`src/sv/pdd_pkg.sv`:
```
`timescale 1ns / 1ps
`default_nettype none

package pdd_pkg;

	localparam int MAX_POINTS  = 256;
	localparam int COORD_WIDTH = 16;
	localparam int TOL_W       = 36;
	localparam int KEPT_W      = 9;

	localparam int CNT_W  = $clog2(MAX_POINTS + 1);
	localparam int ADDR_W = (MAX_POINTS > 1) ? $clog2(MAX_POINTS) : 1;
	localparam int WORD_W = 3 * COORD_WIDTH;
	localparam int DIFF_W = COORD_WIDTH + 1;
	localparam int SQ_W   = 2 * DIFF_W;
	localparam int SUM_W  = SQ_W + 2;
	localparam int CMP_W  = (SUM_W > TOL_W) ? SUM_W : TOL_W;

	typedef enum logic [1:0] {
		ST_ACCEPT = 2'd0,
		ST_DUP    = 2'd1,
		ST_FULL   = 2'd2,
		ST_CLEAR  = 2'd3
	} status_t;

	typedef enum logic {
		KIND_OFFER = 1'b0,
		KIND_CLEAR = 1'b1
	} kind_t;

	typedef struct packed {
		logic    load;
		logic    issue;
		logic    finish;
		status_t code;
	} ctrl_cmd_t;

	typedef struct packed {
		logic count_zero;
		logic count_full;
		logic scan_last;
		logic pipe_busy;
		logic near_any;
	} dp_stat_t;

endpackage

`default_nettype wire

```
`src/sv/pdd_ctrl.sv`:
```
`timescale 1ns / 1ps
`default_nettype none

module pdd_ctrl import pdd_pkg::*; (
	input  wire logic      clk,
	input  wire logic      arst_n,
	input  wire logic      start,
	input  wire logic      kind,
	input  wire dp_stat_t  stat,
	output ctrl_cmd_t      cmd,
	output logic           busy,
	output logic           done
);

	typedef enum logic [2:0] {
		S_IDLE  = 3'b001,
		S_SCAN  = 3'b010,
		S_DRAIN = 3'b100
	} state_t;

	state_t state_q, state_d;
	logic   done_q;

	always_comb begin
		state_d    = state_q;
		cmd.load   = 1'b0;
		cmd.issue  = 1'b0;
		cmd.finish = 1'b0;
		cmd.code   = ST_ACCEPT;
		case (state_q)
			S_IDLE: begin
				if (start) begin
					cmd.load = 1'b1;
					if (kind == KIND_CLEAR) begin
						cmd.finish = 1'b1;
						cmd.code   = ST_CLEAR;
					end else if (stat.count_full) begin
						cmd.finish = 1'b1;
						cmd.code   = ST_FULL;
					end else if (stat.count_zero) begin
						state_d = S_DRAIN;
					end else begin
						state_d = S_SCAN;
					end
				end
			end
			S_SCAN: begin
				cmd.issue = 1'b1;
				if (stat.scan_last) begin
					state_d = S_DRAIN;
				end
			end
			S_DRAIN: begin
				if (!stat.pipe_busy) begin
					cmd.finish = 1'b1;
					cmd.code   = stat.near_any ? ST_DUP : ST_ACCEPT;
					state_d    = S_IDLE;
				end
			end
			default: begin
				state_d = S_IDLE;
			end
		endcase
	end

	always_ff @(posedge clk or negedge arst_n) begin
		if (!arst_n) begin
			state_q <= S_IDLE;
			done_q  <= 1'b0;
		end else begin
			state_q <= state_d;
			done_q  <= cmd.finish;
		end
	end

	assign busy = (state_q != S_IDLE);
	assign done = done_q;

endmodule

`default_nettype wire

```
`config.mk`:
```
export PLATFORM = sky130hd
export DESIGN_NAME = pdd_ctrl
export DESIGN_NICKNAME = d
export VERILOG_FILES = /design/src/sv/pdd_pkg.sv /design/src/sv/pdd_ctrl.sv
export SDC_FILE = /design/constraint.sdc
export NUM_CORES = 1
export LEC_CHECK = 0
export BUFFER_PORTS_ARGS = -buffer_cell sky130_fd_sc_hd__buf_4
export CORE_AREA = 8 8 45 47
export CTS_BUF_LIST = sky130_fd_sc_hd__clkbuf_16
export DETAILED_ROUTE_END_ITERATION = 10
export DIE_AREA = 0 0 53 55
export PLACE_DENSITY = 0.4
export SLEW_MARGIN = 20
export SYNTH_ARGS = -nofsm -noshare
export SYNTH_HDL_FRONTEND = slang
export SYNTH_SLANG_ARGS = --single-unit
```
`constraint.sdc`:
```
create_clock -name clk -period 2.1 [get_ports clk]
set_input_delay 0.105 -clock clk [delete_from_list [all_inputs] [get_ports clk]]
set_output_delay 0.105 -clock clk [all_outputs]
set_load 0.005 [all_outputs]
```
==> flow_summary.toml <==
[final_layout]
fin_util = 0.324
fin_area_um2 = 448
layout.nets = 52
instances_no_fill = 58
antenna-diode-count = 0
layout-drive-gt1-share = 0.619
area_growth_pct = 97.8

[sta]
rsz0062_at_grt = "no"
tightest_slew_ns = 0.439
max_clock_freq_mhz = 612
fin_crit_ns = 1.64
slew_headroom = 0.703
worst_slack_ns = 0.465
fin_setup_tns_ns = 0
finalSetupViolCount = 0
finalHoldViolCount = 0
holdWs_ns = 0.0958
final.setup_skew_ns = 0.00112
drv_slew = 0
fin_crit_sh = 0.779

[synth]
yosysTopAreaCellShare = 0.331
synth_cell_type_count = 18
syn-instance-count = 22
ys.flop_type = "dfrtp_1"
synth_nets = 31
synth_common_cells = "dfrtp_1, nor2_1"
yosys.area.top_type = "dfrtp_1"
async_flop_share = 1.00
seq_area_frac_synth = 0.448
synth_edf_count = 0
synthTopCellsByArea = "dfrtp_1, dfstp_2, nor3b_2"
syn-cell-area_um2 = 226
syn_area_per_cell_um2 = 10.3
synth_warnings = 0
synth-seq-cells = 4

[hold_path]
hold_path_class = "in2reg"

[clock_network]
clock_latency_ns = 0.22
cts_tree = "yes"
cts_hold_repair.buffers = 1
clock_sinks = 4
postCtsSetupRepairBufs = 0
clk_pin_slew_ns = 0.03
cts_resized = 0
clk_path_buf_depth = 2
cts_buffers = 3
cts.root.buffer_cell = "clkbuf_16"
cts.htree.levels = 1

[floorplanning]
die_x_um = 53
io_pins = 16
core_area_um2 = 1380
die_area_um2 = 2920
rows = 14
die_height_um = 55
initial_core_util = 0.164

[drt]
wl_um = 712
num_vias = 254
viasPerCell = 4.38
antenna_left = 0
drc = 0
dr.pass1.iters = 1
post_drt_wl_per_cell_um = 12.3
drt_iter0_drc = 0

[worst_setup_path]
path_cells = "nor3b_2 -> nand2_1 -> o21bai_1 -> buf_4"
arrival_ns = 1.53
cpMaxStageDelayCell = "dfstp_2"
critPathMaxStageDelay_ns = 0.54
crit_required_ns = 2.00
path_max_fanout = 4
crit_type = "reg2out"
crit_path_start_kind = "flip-flop"
crit_path_end_kind = "output pin"

[job]
maxCapViolations = 0

[placement]
dpl_cell_area_um2 = 359
placedCellCount = 53
place_ws_ns = 0.675
dpl.hpwl_um = 608
place_congestion = 0.738
portBuffers = 15

[grt]
grt_busiest_layer = "met2"
grt_use_met1 = 0.0429
met2_usage = 0.0801
grt_antenna_before_repair = 0
grt_pass1_wl_um = 1060
grt_max_degree = 5
grt_use_total = 0.0510
use_met3 = 0.0481
grt-ovfl-total = 0
grt_pass1_vias = 276

[power]
ir_drop_mv = 0.835
powerDensity_nw_per_um2 = 1580
p_total_uw = 706
p_leak_nw = 0.224

[run_status]
run_status = "finished, final reports clean"
[path summary, 6_finish.rpt]
check	startpoint	to	slack, ns	cells past startpoint
max	state_q[0]$_DFFE_PN1P_	cmd[2]	0.46	4
min	stat[2]	state_q[1]$_DFFE_PN0P_	0.1	2
max reg2reg	state_q[0]$_DFFE_PN1P_	state_q[1]$_DFFE_PN0P_	0.75	4
min reg2reg	state_q[2]$_DFFE_PN0P_	state_q[2]$_DFFE_PN0P_	0.63	2
max in group asynchronous	arst_n	state_q[0]$_DFFE_PN1P_	1.67	2
min in group asynchronous	arst_n	state_q[2]$_DFFE_PN0P_	0.24	2
[where the power goes]
| part | internal, mW | total, mW | switching (mW) | leakage, nW |
|---|---|---|---|---|
| Clock | 0.246 | 0.299 | 0.0532 | 0.0423 |
| Combinational | 0.142 | 0.264 | 0.122 | 0.132 |
| Sequential | 0.116 | 0.143 | 0.0273 | 0.0502 |
[layer usage]
metal / wire [µm] / up-vias
met5: 0 / -
met4: 0 / 0
met3: 94 / 0
met2: 374 / 11
met1: 243 / 118
li1: - / 125
[registers in the layout (all words and copies together) (netlist names)]
name     flops
done         1
state_q      3
[final cells by class]
class / count / area [µm²]
repair buffers: 16 / 123
clock inverters: 1 / 3.75
inverters: 3 / 12.5
well taps: 16 / 20.0
multi-input cells: 15 / 113
flip-flops and latches: 4 / 101
clock buffers: 3 / 75.1
fillers: 146 / 936
[cells by family after synthesis]
kind of cell           Yosys count  share of synthesized area
DFF                              4                      0.448
AOI/OAI and AO/OA                7                      0.265
buffers and inverters            3                     0.0552
and+or+nand+nor                  8                      0.232
[worst max-delay path, delay by kind of cell, from the launching register on]
| family | cells | cell delay (ns) |
|---|---|---|
| simple gates | 2 | 0.44 |
| flops | 1 | 0.54 |
| compound gates | 1 | 0.19 |
| buf+inv | 1 | 0.14 |
[cells in the final DEF, fill, tap and decap left out]
cell type / synthesis / final
buf_4: 0 / 15
nor2_1: 3 / 3
clkbuf_16: 0 / 3
dfrtp_1: 3 / 3
inv_1: 1 / 2
or3b_4: 1 / 1
clkinv_2: 1 / 1
nor3b_2: 1 / 1
inv_2: 1 / 1
nand2_1: 1 / 1
nor4b_1: 1 / 1
a32o_1: 1 / 1
o21bai_1: 1 / 1
a21oi_2: 1 / 1
a22oi_1: 1 / 1
nand3_1: 1 / 1
o21ai_2: 1 / 1
a31o_2: 1 / 1
o32ai_1: 1 / 1
dlygate4sd3_1: 0 / 1
dfstp_2: 1 / 1
Power figures use the tool's default switching activity.
